===== config.mk =====
export PLATFORM = sky130hd
export DESIGN_NAME = rational_arith_reduce
export DESIGN_NICKNAME = d
export VERILOG_FILES = /design/src/sv/rar_pkg.sv /design/src/sv/rar_front.sv /design/src/sv/rar_queue.sv /design/src/sv/rar_back.sv /design/src/sv/rational_arith_reduce.sv
export SDC_FILE = /design/constraint.sdc
export NUM_CORES = 2
export LEC_CHECK = 0
export ABC_AREA = 0
export BUFFER_PORTS_ARGS = -buffer_cell sky130_fd_sc_hd__buf_2
export CAP_MARGIN = 0
export CORE_ASPECT_RATIO = 0.7
export CORE_MARGIN = 4
export CORE_UTILIZATION = 60
export CTS_CLUSTER_DIAMETER = 50
export CTS_CLUSTER_SIZE = 8
export DETAILED_ROUTE_END_ITERATION = 12
export GPL_ROUTABILITY_DRIVEN = 0
export PLACE_DENSITY_LB_ADDON = 0.3
export SLEW_MARGIN = 0
export SYNTH_ARGS = -nofsm -noshare
export SYNTH_HDL_FRONTEND = slang
export SYNTH_SLANG_ARGS = --single-unit

===== constraint.sdc =====
create_clock -name i_clk -period 19 [get_ports i_clk]
set_input_delay 2.85 -clock i_clk [delete_from_list [all_inputs] [get_ports i_clk]]
set_output_delay 2.85 -clock i_clk [all_outputs]
set_load 0.05 [all_outputs]

===== src/sv/rar_pkg.sv =====
// Package for the rational arithmetic reduce block.
// Holds operation codes and the result widths; no dependencies.
package rar_pkg;
    localparam logic [1:0] OP_ADD = 2'd0;
    localparam logic [1:0] OP_SUB = 2'd1;
    localparam logic [1:0] OP_MUL = 2'd2;
    localparam logic [1:0] OP_DIV = 2'd3;
    localparam int NUM_OUT_W = 33;
    localparam int DEN_OUT_W = 32;
endpackage


===== src/sv/rar_front.sv =====
// Front end: accepts a beat, forms the raw numerator and denominator.
// Depends on rar_pkg. Three multipliers form all products together in phase 1.
module rar_front import rar_pkg::*; #(
    parameter int OPERAND_WIDTH = 16
) (
    input  logic i_clk,
    input  logic i_rst_n,
    input  logic i_valid,
    output logic o_ready,
    input  logic [1:0] i_action,
    input  logic signed [15:0] i_a_numerator,
    input  logic signed [15:0] i_a_denominator,
    input  logic signed [15:0] i_b_numerator,
    input  logic signed [15:0] i_b_denominator,
    output logic o_valid,
    input  logic i_ready,
    output logic o_num_neg,
    output logic [2*OPERAND_WIDTH:0] o_num_mag,
    output logic o_den_neg,
    output logic [2*OPERAND_WIDTH-1:0] o_den_mag
);
    localparam int W = OPERAND_WIDTH;
    localparam int PW = 2 * W;

    logic [1:0] r_phase;
    logic [1:0] r_act;
    logic [W-1:0] r_an, r_ad, r_bn, r_bd;
    logic r_ann, r_adn, r_bnn, r_bdn;
    logic [PW-1:0] r_p0, r_p1;
    logic r_s0, r_s1;
    logic [PW-1:0] r_p2;
    logic r_s2;
    logic r_num_neg, r_den_neg;
    logic [PW:0] r_num_mag;
    logic [PW-1:0] r_den_mag;

    function automatic logic [W:0] smag(input logic [15:0] raw);
        logic [W-1:0] v;
        logic [W-1:0] m;
        v = W'({{(W > 16 ? W - 16 : 1){raw[15]}}, raw});
        m = v[W-1] ? W'(~v + W'(1)) : v;
        return {v[W-1], m};
    endfunction

    logic [W:0] n_an, n_ad, n_bn, n_bd;
    assign n_an = smag(i_a_numerator);
    assign n_ad = smag(i_a_denominator);
    assign n_bn = smag(i_b_numerator);
    assign n_bd = smag(i_b_denominator);

    // Phase 1 forms an*bd and ad*bn (or an*bn for mul) and the denominator product.
    logic [W-1:0] m0x, m0y, m1x, m1y;
    logic s0x, s0y, s1x, s1y;
    logic [PW-1:0] m0, m1;
    always_comb begin
        m0x = r_an; m0y = r_bd; s0x = r_ann; s0y = r_bdn;
        m1x = r_ad; m1y = r_bn; s1x = r_adn; s1y = r_bnn;
        if (r_act == OP_MUL) begin
            m0y = r_bn; s0y = r_bnn;
            m1y = r_bd; s1y = r_bdn;
        end
    end
    assign m0 = PW'(m0x) * PW'(m0y);
    assign m1 = PW'(m1x) * PW'(m1y);
    logic ms0, ms1;
    assign ms0 = (s0x ^ s0y) && (m0 != '0);
    assign ms1 = (s1x ^ s1y) && (m1 != '0);

    logic [PW-1:0] den2;
    assign den2 = PW'(r_ad) * PW'(r_bd);

    logic s1e;
    logic [PW:0] sa, sb;
    logic sum_neg;
    logic [PW:0] sum_mag;
    always_comb begin
        s1e = (r_act == OP_SUB) ? (!r_s1 && r_p1 != '0) : r_s1;
        sa = {1'b0, r_p0};
        sb = {1'b0, r_p1};
        if (r_s0 == s1e) begin
            sum_mag = sa + sb; sum_neg = r_s0;
        end else if (sa >= sb) begin
            sum_mag = sa - sb; sum_neg = r_s0;
        end else begin
            sum_mag = sb - sa; sum_neg = s1e;
        end
        if (sum_mag == '0) sum_neg = 1'b0;
    end

    assign o_ready = (r_phase == 2'd0);
    assign o_valid = (r_phase == 2'd3);
    assign o_num_neg = r_num_neg;
    assign o_num_mag = r_num_mag;
    assign o_den_neg = r_den_neg;
    assign o_den_mag = r_den_mag;

    always_ff @(posedge i_clk) begin
        if (!i_rst_n) begin
            r_phase <= 2'd0;
        end else begin
            case (r_phase)
                2'd0: if (i_valid) r_phase <= 2'd1;
                2'd1: r_phase <= 2'd2;
                2'd2: r_phase <= 2'd3;
                2'd3: if (i_ready) r_phase <= 2'd0;
                default: r_phase <= 2'd0;
            endcase
        end
        if (r_phase == 2'd0 && i_valid) begin
            r_act <= i_action;
            {r_ann, r_an} <= n_an;
            {r_adn, r_ad} <= n_ad;
            {r_bnn, r_bn} <= n_bn;
            {r_bdn, r_bd} <= n_bd;
        end
        if (r_phase == 2'd1) begin
            r_p0 <= m0; r_s0 <= ms0;
            r_p1 <= m1; r_s1 <= ms1;
            r_p2 <= den2;
            r_s2 <= (r_adn ^ r_bdn) && (den2 != '0);
        end
        if (r_phase == 2'd2) begin
            case (r_act)
                OP_ADD, OP_SUB: begin
                    r_num_mag <= sum_mag; r_num_neg <= sum_neg;
                    r_den_mag <= r_p2;    r_den_neg <= r_s2;
                end
                OP_MUL: begin
                    r_num_mag <= {1'b0, r_p0}; r_num_neg <= r_s0;
                    r_den_mag <= r_p2;         r_den_neg <= r_s2;
                end
                default: begin
                    r_num_mag <= {1'b0, r_p0}; r_num_neg <= r_s0;
                    r_den_mag <= r_p1;         r_den_neg <= r_s1;
                end
            endcase
        end
    end
endmodule


===== src/sv/rar_queue.sv =====
// Two-entry queue between front and back for the raw fraction.
// No dependencies beyond its parameter.
module rar_queue #(
    parameter int DW = 8
) (
    input  logic i_clk,
    input  logic i_rst_n,
    input  logic i_valid,
    output logic o_ready,
    input  logic [DW-1:0] i_data,
    output logic o_valid,
    input  logic i_ready,
    output logic [DW-1:0] o_data
);
    logic [DW-1:0] r_mem [2];
    logic r_wp, r_rp;
    logic [1:0] r_cnt;
    logic wr, rd;
    assign o_ready = (r_cnt != 2'd2);
    assign o_valid = (r_cnt != 2'd0);
    assign o_data = r_mem[r_rp];
    assign wr = i_valid && o_ready;
    assign rd = o_valid && i_ready;
    always_ff @(posedge i_clk) begin
        if (!i_rst_n) begin
            r_wp <= 1'b0; r_rp <= 1'b0; r_cnt <= 2'd0;
        end else begin
            if (wr) r_wp <= ~r_wp;
            if (rd) r_rp <= ~r_rp;
            r_cnt <= r_cnt + 2'(wr) - 2'(rd);
        end
        if (wr) r_mem[r_wp] <= i_data;
    end
endmodule


===== src/sv/rar_back.sv =====
// Back end: Euclid gcd by iterated restoring division, then two exact divisions.
// Depends on rar_pkg. One shared bit-serial divider does all the work.
module rar_back import rar_pkg::*; #(
    parameter int OPERAND_WIDTH = 16
) (
    input  logic i_clk,
    input  logic i_rst_n,
    input  logic i_valid,
    output logic o_ready,
    input  logic i_num_neg,
    input  logic [2*OPERAND_WIDTH:0] i_num_mag,
    input  logic i_den_neg,
    input  logic [2*OPERAND_WIDTH-1:0] i_den_mag,
    output logic o_valid,
    input  logic i_ready,
    output logic signed [NUM_OUT_W-1:0] o_result_numerator,
    output logic signed [DEN_OUT_W-1:0] o_result_denominator,
    output logic o_zero_gcd_error
);
    localparam int MW = 2 * OPERAND_WIDTH + 1;
    localparam int CW = $clog2(MW + 1);
    localparam logic [2:0] S_IDLE = 3'd0;
    localparam logic [2:0] S_GCD  = 3'd1;
    localparam logic [2:0] S_DN   = 3'd2;
    localparam logic [2:0] S_DD   = 3'd3;
    localparam logic [2:0] S_OUT  = 3'd4;

    logic [2:0] r_st;
    logic r_nn, r_dn;
    logic [MW-1:0] r_nm, r_dm;
    logic [MW-1:0] r_x, r_y;
    logic [MW-1:0] r_q, r_rem, r_dvd, r_dvs;
    logic [CW-1:0] r_bit;
    logic r_busy;
    logic [MW-1:0] r_g;
    logic r_err;
    logic [NUM_OUT_W-1:0] r_on;
    logic [DEN_OUT_W-1:0] r_od;

    logic [MW:0] trial;
    logic [MW-1:0] n_rem;
    logic n_qb;
    always_comb begin
        trial = {r_rem, r_dvd[MW-1]} - {1'b0, r_dvs};
        n_qb = !trial[MW];
        n_rem = n_qb ? trial[MW-1:0] : {r_rem[MW-2:0], r_dvd[MW-1]};
    end
    logic last;
    assign last = (r_bit == CW'(1));

    function automatic logic [63:0] tw(input logic neg, input logic [MW-1:0] m);
        logic [63:0] u;
        u = 64'(m);
        return neg ? (64'd0 - u) : u;
    endfunction
    logic [63:0] twn, twd;
    assign twn = tw(r_nn, r_q);
    assign twd = tw(r_dn, r_q);

    assign o_ready = (r_st == S_IDLE);
    assign o_valid = (r_st == S_OUT);
    assign o_result_numerator = r_on;
    assign o_result_denominator = r_od;
    assign o_zero_gcd_error = r_err;

    always_ff @(posedge i_clk) begin
        if (!i_rst_n) begin
            r_st <= S_IDLE;
            r_busy <= 1'b0;
        end else begin
            case (r_st)
                S_IDLE: if (i_valid) begin
                    r_nn <= i_num_neg; r_dn <= i_den_neg;
                    r_nm <= i_num_mag; r_dm <= MW'(i_den_mag);
                    r_x <= i_num_mag;  r_y <= MW'(i_den_mag);
                    r_busy <= 1'b0;
                    r_st <= S_GCD;
                end
                S_GCD: begin
                    if (!r_busy) begin
                        if (r_y == '0) begin
                            r_g <= r_x;
                            if (r_x == '0) begin
                                r_err <= 1'b1; r_on <= '0; r_od <= '0;
                                r_st <= S_OUT;
                            end else begin
                                r_err <= 1'b0;
                                r_dvd <= r_nm; r_dvs <= r_x;
                                r_rem <= '0; r_bit <= CW'(MW); r_busy <= 1'b1;
                                r_st <= S_DN;
                            end
                        end else begin
                            r_dvd <= r_x; r_dvs <= r_y;
                            r_rem <= '0; r_bit <= CW'(MW); r_busy <= 1'b1;
                        end
                    end else begin
                        r_rem <= n_rem; r_dvd <= {r_dvd[MW-2:0], 1'b0};
                        r_bit <= r_bit - CW'(1);
                        if (last) begin
                            r_x <= r_y; r_y <= n_rem; r_busy <= 1'b0;
                        end
                    end
                end
                S_DN, S_DD: begin
                    if (r_busy) begin
                        r_rem <= n_rem; r_dvd <= {r_dvd[MW-2:0], 1'b0};
                        r_q <= {r_q[MW-2:0], n_qb};
                        r_bit <= r_bit - CW'(1);
                        if (last) r_busy <= 1'b0;
                    end else if (r_st == S_DN) begin
                        r_on <= twn[NUM_OUT_W-1:0];
                        r_dvd <= r_dm; r_dvs <= r_g;
                        r_rem <= '0; r_bit <= CW'(MW); r_busy <= 1'b1;
                        r_st <= S_DD;
                    end else begin
                        r_od <= twd[DEN_OUT_W-1:0];
                        r_st <= S_OUT;
                    end
                end
                S_OUT: if (i_ready) r_st <= S_IDLE;
                default: r_st <= S_IDLE;
            endcase
        end
    end
endmodule


===== src/sv/rational_arith_reduce.sv =====
// Rational arithmetic on two signed fractions with gcd reduction.
// Beats enter on the i_valid/o_ready channel with an operation code and two
// fractions; the reduced result leaves on o_valid/i_ready.
// The front end forms the raw numerator and denominator with three
// multipliers, one beat at a time. A two-entry queue passes the raw
// fraction to the back end, which runs Euclid's algorithm with a bit-serial
// restoring divider, then divides both parts by the gcd with the same
// divider. The back end finishes one fraction before it takes the next.
// Both raw parts zero gives 0/0 with o_zero_gcd_error set.
// Reset clears all handshake state; results held while the receiver stalls
// stay valid and unchanged, and the front end keeps taking beats until the
// queue fills.
// Depends on rar_pkg, rar_front, rar_queue and rar_back.
module rational_arith_reduce import rar_pkg::*; #(
    parameter int OPERAND_WIDTH = 16
) (
    input  logic i_clk,
    input  logic i_rst_n,
    input  logic i_valid,
    output logic o_ready,
    input  logic [1:0] i_action,
    input  logic signed [15:0] i_a_numerator,
    input  logic signed [15:0] i_a_denominator,
    input  logic signed [15:0] i_b_numerator,
    input  logic signed [15:0] i_b_denominator,
    output logic o_valid,
    input  logic i_ready,
    output logic signed [NUM_OUT_W-1:0] o_result_numerator,
    output logic signed [DEN_OUT_W-1:0] o_result_denominator,
    output logic o_zero_gcd_error
);
    localparam int PW = 2 * OPERAND_WIDTH;
    localparam int QW = 2 * PW + 3;

    logic f_valid, f_ready, b_valid, b_ready;
    logic f_nn, f_dn;
    logic [PW:0] f_nm;
    logic [PW-1:0] f_dm;
    logic [QW-1:0] q_out;

    rar_front #(.OPERAND_WIDTH(OPERAND_WIDTH)) u_front (
        .i_clk(i_clk), .i_rst_n(i_rst_n),
        .i_valid(i_valid), .o_ready(o_ready),
        .i_action(i_action),
        .i_a_numerator(i_a_numerator), .i_a_denominator(i_a_denominator),
        .i_b_numerator(i_b_numerator), .i_b_denominator(i_b_denominator),
        .o_valid(f_valid), .i_ready(f_ready),
        .o_num_neg(f_nn), .o_num_mag(f_nm), .o_den_neg(f_dn), .o_den_mag(f_dm)
    );

    rar_queue #(.DW(QW)) u_queue (
        .i_clk(i_clk), .i_rst_n(i_rst_n),
        .i_valid(f_valid), .o_ready(f_ready),
        .i_data({f_nn, f_nm, f_dn, f_dm}),
        .o_valid(b_valid), .i_ready(b_ready),
        .o_data(q_out)
    );

    rar_back #(.OPERAND_WIDTH(OPERAND_WIDTH)) u_back (
        .i_clk(i_clk), .i_rst_n(i_rst_n),
        .i_valid(b_valid), .o_ready(b_ready),
        .i_num_neg(q_out[QW-1]), .i_num_mag(q_out[QW-2:PW+1]),
        .i_den_neg(q_out[PW]), .i_den_mag(q_out[PW-1:0]),
        .o_valid(o_valid), .i_ready(i_ready),
        .o_result_numerator(o_result_numerator),
        .o_result_denominator(o_result_denominator),
        .o_zero_gcd_error(o_zero_gcd_error)
    );
endmodule


==> flow_summary.html <==
<table>
<tr><th>Metric</th><th>Value</th></tr>
<tr><th colspan="2">Clocking</th></tr>
<tr><td>Clock slew at the register clock pins of the worst setup and hold paths</td><td>roughly 50 ps</td></tr>
<tr><td>Worst skew pair latency</td><td>around 750 ps</td></tr>
<tr><td>Post-CTS Resized</td><td>0</td></tr>
<tr><td>Total CTS buffers</td><td>between 100 and 150</td></tr>
<tr><td>Clock Sink Count</td><td>751</td></tr>
<tr><td>CTS root buffer</td><td>clkbuf_16</td></tr>
<tr><td>CTS Hold Buffers Added</td><td>0</td></tr>
<tr><td>CTS tree</td><td>done</td></tr>
<tr><td>Number of setup buffers added after CTS</td><td>0</td></tr>
<tr><td>Number of buffers between clock root and the deepest sink</td><td>3</td></tr>
<tr><td>Number of H-tree levels</td><td>3</td></tr>
<tr><th colspan="2">Critical path</th></tr>
<tr><td>Worst flop-to-flop path endpoint</td><td>u_front.r_s1$_DFFE_PN_</td></tr>
<tr><td>Cell type of the slowest stage on the worst timing path</td><td>fa_1</td></tr>
<tr><td>CP max FO</td><td>57</td></tr>
<tr><td>Setup crit start kind</td><td>flip-flop</td></tr>
<tr><td>Buffering stage count on the worst path with inverters included</td><td>5</td></tr>
<tr><td>Largest incremental delay on the critical path</td><td>570 ps</td></tr>
<tr><td>Worst-case register-to-register setup slack</td><td>8740 ps</td></tr>
<tr><td>Kind of end point of the critical path</td><td>flip-flop</td></tr>
<tr><td>FF-to-FF path depth</td><td>27</td></tr>
<tr><td>Critical path data required time</td><td>19420 ps</td></tr>
<tr><td>Startpoint of the most critical register-to-register path</td><td>u_front.r_act[1]$_DFFE_PP_</td></tr>
<tr><td>Setup Crit Path Kind</td><td>reg -&gt; reg</td></tr>
<tr><td>Cell type group with the largest total delay on the critical path</td><td>simple AND/OR/NAND/NOR gates</td></tr>
<tr><td>Data arrival time of the critical path</td><td>approximately 11000 ps</td></tr>
<tr><th colspan="2">GRT</th></tr>
<tr><td>Total routing resource utilization after global routing</td><td>around 30%</td></tr>
<tr><td>Largest net degree at the start of global routing</td><td>approximately 100</td></tr>
<tr><td>First-pass GRT wire length</td><td>about 260 mm</td></tr>
<tr><td>Leftover overflow at the end of global routing</td><td>0</td></tr>
<tr><td>Number of global-route vias before repair</td><td>~47000</td></tr>
<tr><td>Number of antenna violations at the first check in global routing</td><td>8</td></tr>
<tr><th colspan="2">Logic synthesis</th></tr>
<tr><td>Post-synthesis simple-gate area fraction</td><td>14.8%</td></tr>
<tr><td>EDFF count, synth</td><td>740</td></tr>
<tr><td>Count of state elements after synthesis</td><td>around 750</td></tr>
<tr><td>Post-synth cell types</td><td>78</td></tr>
<tr><td>Avg Inst Size Synth</td><td>around 10 um2</td></tr>
<tr><td>Flip-flop cell with the highest count after synthesis</td><td>edfxtp_1</td></tr>
<tr><td>Number of warnings printed during yosys synthesis</td><td>0</td></tr>
<tr><td>Fraction of registers with async set or reset after synthesis</td><td>0%</td></tr>
<tr><td>Syn Inst Count</td><td>6135</td></tr>
<tr><td>Synth Area in Adders</td><td>between 20% and 30%</td></tr>
<tr><td>Combinational family with the most area after synthesis</td><td>adder cells</td></tr>
<tr><td>Synth Area in Compound Gates</td><td>8.41%</td></tr>
<tr><td>Xor-xnor portion of the synthesized cell area</td><td>between 3 and 4%</td></tr>
<tr><td>Syn nets</td><td>slightly above 7000</td></tr>
<tr><td>Sequential fraction of the synthesis area</td><td>a little over a third</td></tr>
<tr><td>Multiplexer share of the synthesized area</td><td>3.25%</td></tr>
<tr><td>Synthesized area</td><td>about 63000 um2</td></tr>
<tr><th colspan="2">Timing</th></tr>
<tr><td>Final hold vios</td><td>0</td></tr>
<tr><td>FMAX</td><td>about 0.097 GHz</td></tr>
<tr><td>Clk_skew</td><td>just under 80 ps</td></tr>
<tr><td>Slew at the pin closest to its max-slew limit</td><td>roughly 1400 ps</td></tr>
<tr><td>Period Utilization, post-route</td><td>54.0%</td></tr>
<tr><td>Setup Total Neg Slack</td><td>0 ps</td></tr>
<tr><td>Relative slew margins</td><td>roughly 3.8%</td></tr>
<tr><td>Setup violators final</td><td>0</td></tr>
<tr><td>Final critical delay including setup and external delays</td><td>~10000 ps</td></tr>
<tr><td>Worst hold slack</td><td>roughly 390 ps</td></tr>
<tr><td>Max-slew violation count</td><td>0</td></tr>
<tr><td>RSZ-0062 raised after global routing</td><td>false</td></tr>
<tr><th colspan="2">Cells and area</th></tr>
<tr><td>Area occupied by multi-input gates</td><td>36500 um2</td></tr>
<tr><td># nets final</td><td>approximately 7300</td></tr>
<tr><td>Fraction of final layout cells with drive strength greater than 1</td><td>between 7 and 8%</td></tr>
<tr><td>Flip-flop count of the largest register, all copies and words added</td><td>~130</td></tr>
<tr><td>Layout Area Growth over Synthesis</td><td>8.65%</td></tr>
<tr><td>Sequential cell area</td><td>approximately 22000 um2</td></tr>
<tr><td>Largest register by flop count</td><td>u_queue.r_mem</td></tr>
<tr><td>Final-layout fill cell count</td><td>7848</td></tr>
<tr><th colspan="2">Floorplan</th></tr>
<tr><td>Die span in x</td><td>395 um</td></tr>
<tr><td>Total die area</td><td>110000 um2</td></tr>
<tr><td>Placeable Area</td><td>approximately 100000 um2</td></tr>
<tr><td>Io pins</td><td>between 100 and 150</td></tr>
<tr><td>Site row count</td><td>a little under 100</td></tr>
<tr><td>Initial core utilization</td><td>about three fifths</td></tr>
<tr><td>Chip height</td><td>between 200 and 300 um</td></tr>
<tr><th colspan="2">Flow run</th></tr>
<tr><td>Max-capacitance violation count</td><td>0</td></tr>
<tr><th colspan="2">Detailed routing</th></tr>
<tr><td>Violation count after the first detailed-routing iteration</td><td>5339</td></tr>
<tr><td>Vias per std cell</td><td>slightly above 6</td></tr>
<tr><td># DRC</td><td>0</td></tr>
<tr><td>Vias after detailed routing</td><td>around 46000</td></tr>
<tr><td>Final routed wire length divided by cell count</td><td>between 20 and 25 um</td></tr>
<tr><td>Total iterations of the first detailed-routing run</td><td>8</td></tr>
<tr><td>Remaining antenna violation count</td><td>0</td></tr>
<tr><td>Total Wirelength</td><td>between 150 and 200 mm</td></tr>
<tr><th colspan="2">Placed design</th></tr>
<tr><td>Post-detail-place hpwl</td><td>around 120 mm</td></tr>
<tr><td>Port bufs</td><td>137</td></tr>
<tr><th colspan="2">Worst hold path</th></tr>
<tr><td>Number of cells traversed by the worst hold path</td><td>0</td></tr>
<tr><td>Min-Delay Endpoint</td><td>u_queue.r_mem[0][27]$_DFFE_PP_</td></tr>
<tr><td>Hold Crit Start</td><td>u_front.o_den_mag[27]$_DFFE_PP_</td></tr>
<tr><td>Type of the worst min-delay path</td><td>reg -&gt; reg</td></tr>
<tr><th colspan="2">Status</th></tr>
<tr><td>Run status</td><td>complete, no violations</td></tr>
</table>
-- through the flow --
step	cells	instance area (um2)	setup WS, ps	utilization, %
after global placement	7495	65000	9150	62.4
final	7664	68400	8740	65.6
after global routing	7661	68400	8350	65.6
after detailed placement	7495	65000	8880	62.4
after floorplan	6135	62900	4980	-
after CTS	7660	68400	8790	65.6
-- layer usage --
layer,vias up,routed length (um),track usage (%)
met5,-,312,0.978
met4,14,5050,8.19
met3,410,22700,11.4
met2,2535,68900,43.4
met1,22800,69500,43.8
li1,20500,-,-
-- how the worst max path moves through the flow --
stage | start | to | slack [ps] | cells after the start
after floorplan | i_rst_n | u_back.r_x[0]$_DFFE_PP_ | 4980 | 2
after global placement | u_front.r_act[1]$_DFFE_PP_ | u_front.r_s1$_DFFE_PN_ | 9150 | 27
after detailed placement | u_front.r_act[1]$_DFFE_PP_ | u_front.r_s1$_DFFE_PN_ | 8880 | 27
after CTS | u_front.r_act[1]$_DFFE_PP_ | u_front.r_s1$_DFFE_PN_ | 8790 | 27
after global routing | u_front.r_act[1]$_DFFE_PP_ | u_front.r_s1$_DFFE_PN_ | 8350 | 27
final | u_front.r_act[1]$_DFFE_PP_ | u_front.r_s1$_DFFE_PN_ | 8740 | 27
-- layout by cell type, fill, tap and decap left out, types with 30 or more instances in the layout --
cell type,Yosys,layout
mux2i_1,80,80
nor3_1,65,61
nand2b_1,52,51
nand4_1,31,31
nor2_1,397,393
buf_2,1,137
xor2_1,104,104
buf_4,0,68
o31ai_1,30,30
or4_1,31,31
o21ai_0,237,237
xnor2_1,156,155
nand3_1,44,44
and2_1,299,297
nand2_1,688,687
a21oi_1,293,293
a21o_1,78,78
or3_1,57,56
nor4_1,40,40
edfxtp_1,740,740
clkbuf_1,242,31
ha_1,454,452
inv_1,841,841
mux2_2,109,109
fa_1,586,586
nor2b_1,146,144
o21a_1,31,31
clkbuf_16,0,111
-- worst reg2reg max path: stages, from the launching register on --
cell and delay [ps]:
edfxtp_1 310, buf_4 520, nor2b_4 270, buf_4 460, mux2_2 480, nand2_1 130, fa_1 530, fa_1 570
fa_1 440, fa_1 560, inv_1 50, fa_1 480, inv_1 50, fa_1 480, inv_1 40, ha_1 350
and3_1 210, a221oi_1 390, nand3_1 180, a21oi_1 240, xnor2_1 110, or4_1 540, or4_1 420, or4_1 560
or4_1 440, or4_1 410, or4_1 430, o41a_1 330
-- area by class of cell --
type / count / area share (%)
Antenna cell: 4 / 0.0146
Timing Repair Buffer: 205 / 1.75
Clock buffer: 142 / 4.23
Clock inverter: 23 / 0.626
Multi-Input combinational cell: 4284 / 53.4
Tap cell: 1414 / 2.59
Sequential cell: 751 / 32.8
Inverter: 841 / 4.62
-- synthesized netlist by cell type (all sizes together) (78+ instances only) --
master    n  area share, %
mux2i    80            1.3
a21o     78           0.93
edfxtp  740             35
inv     841            5.0
ha      454            9.0
a21oi   295            2.4
and2    300            3.0
mux2    110            2.0
fa      586             19
xnor2   156            2.2
clkbuf  242            1.4
o21ai   238            1.9
xor2    104            1.4
nor2    397            2.4
nand2   688            4.1
nor2b   146            1.5
-- kinds of logic (layout without fill, tap and decap cells) --
family / count (synthesis) / in the layout
xor+xnor: 260 / 260
simple gates: 1928 / 1928
mux: 190 / 190
buf+inv: 1100 / 1211
other cells: 0 / 4
flops: 751 / 751
fa+ha+maj: 1041 / 1041
compound gates: 865 / 865
Power is not shown: default switching activity piles up to over one toggle a cycle in this logic, so the estimate is an artifact.
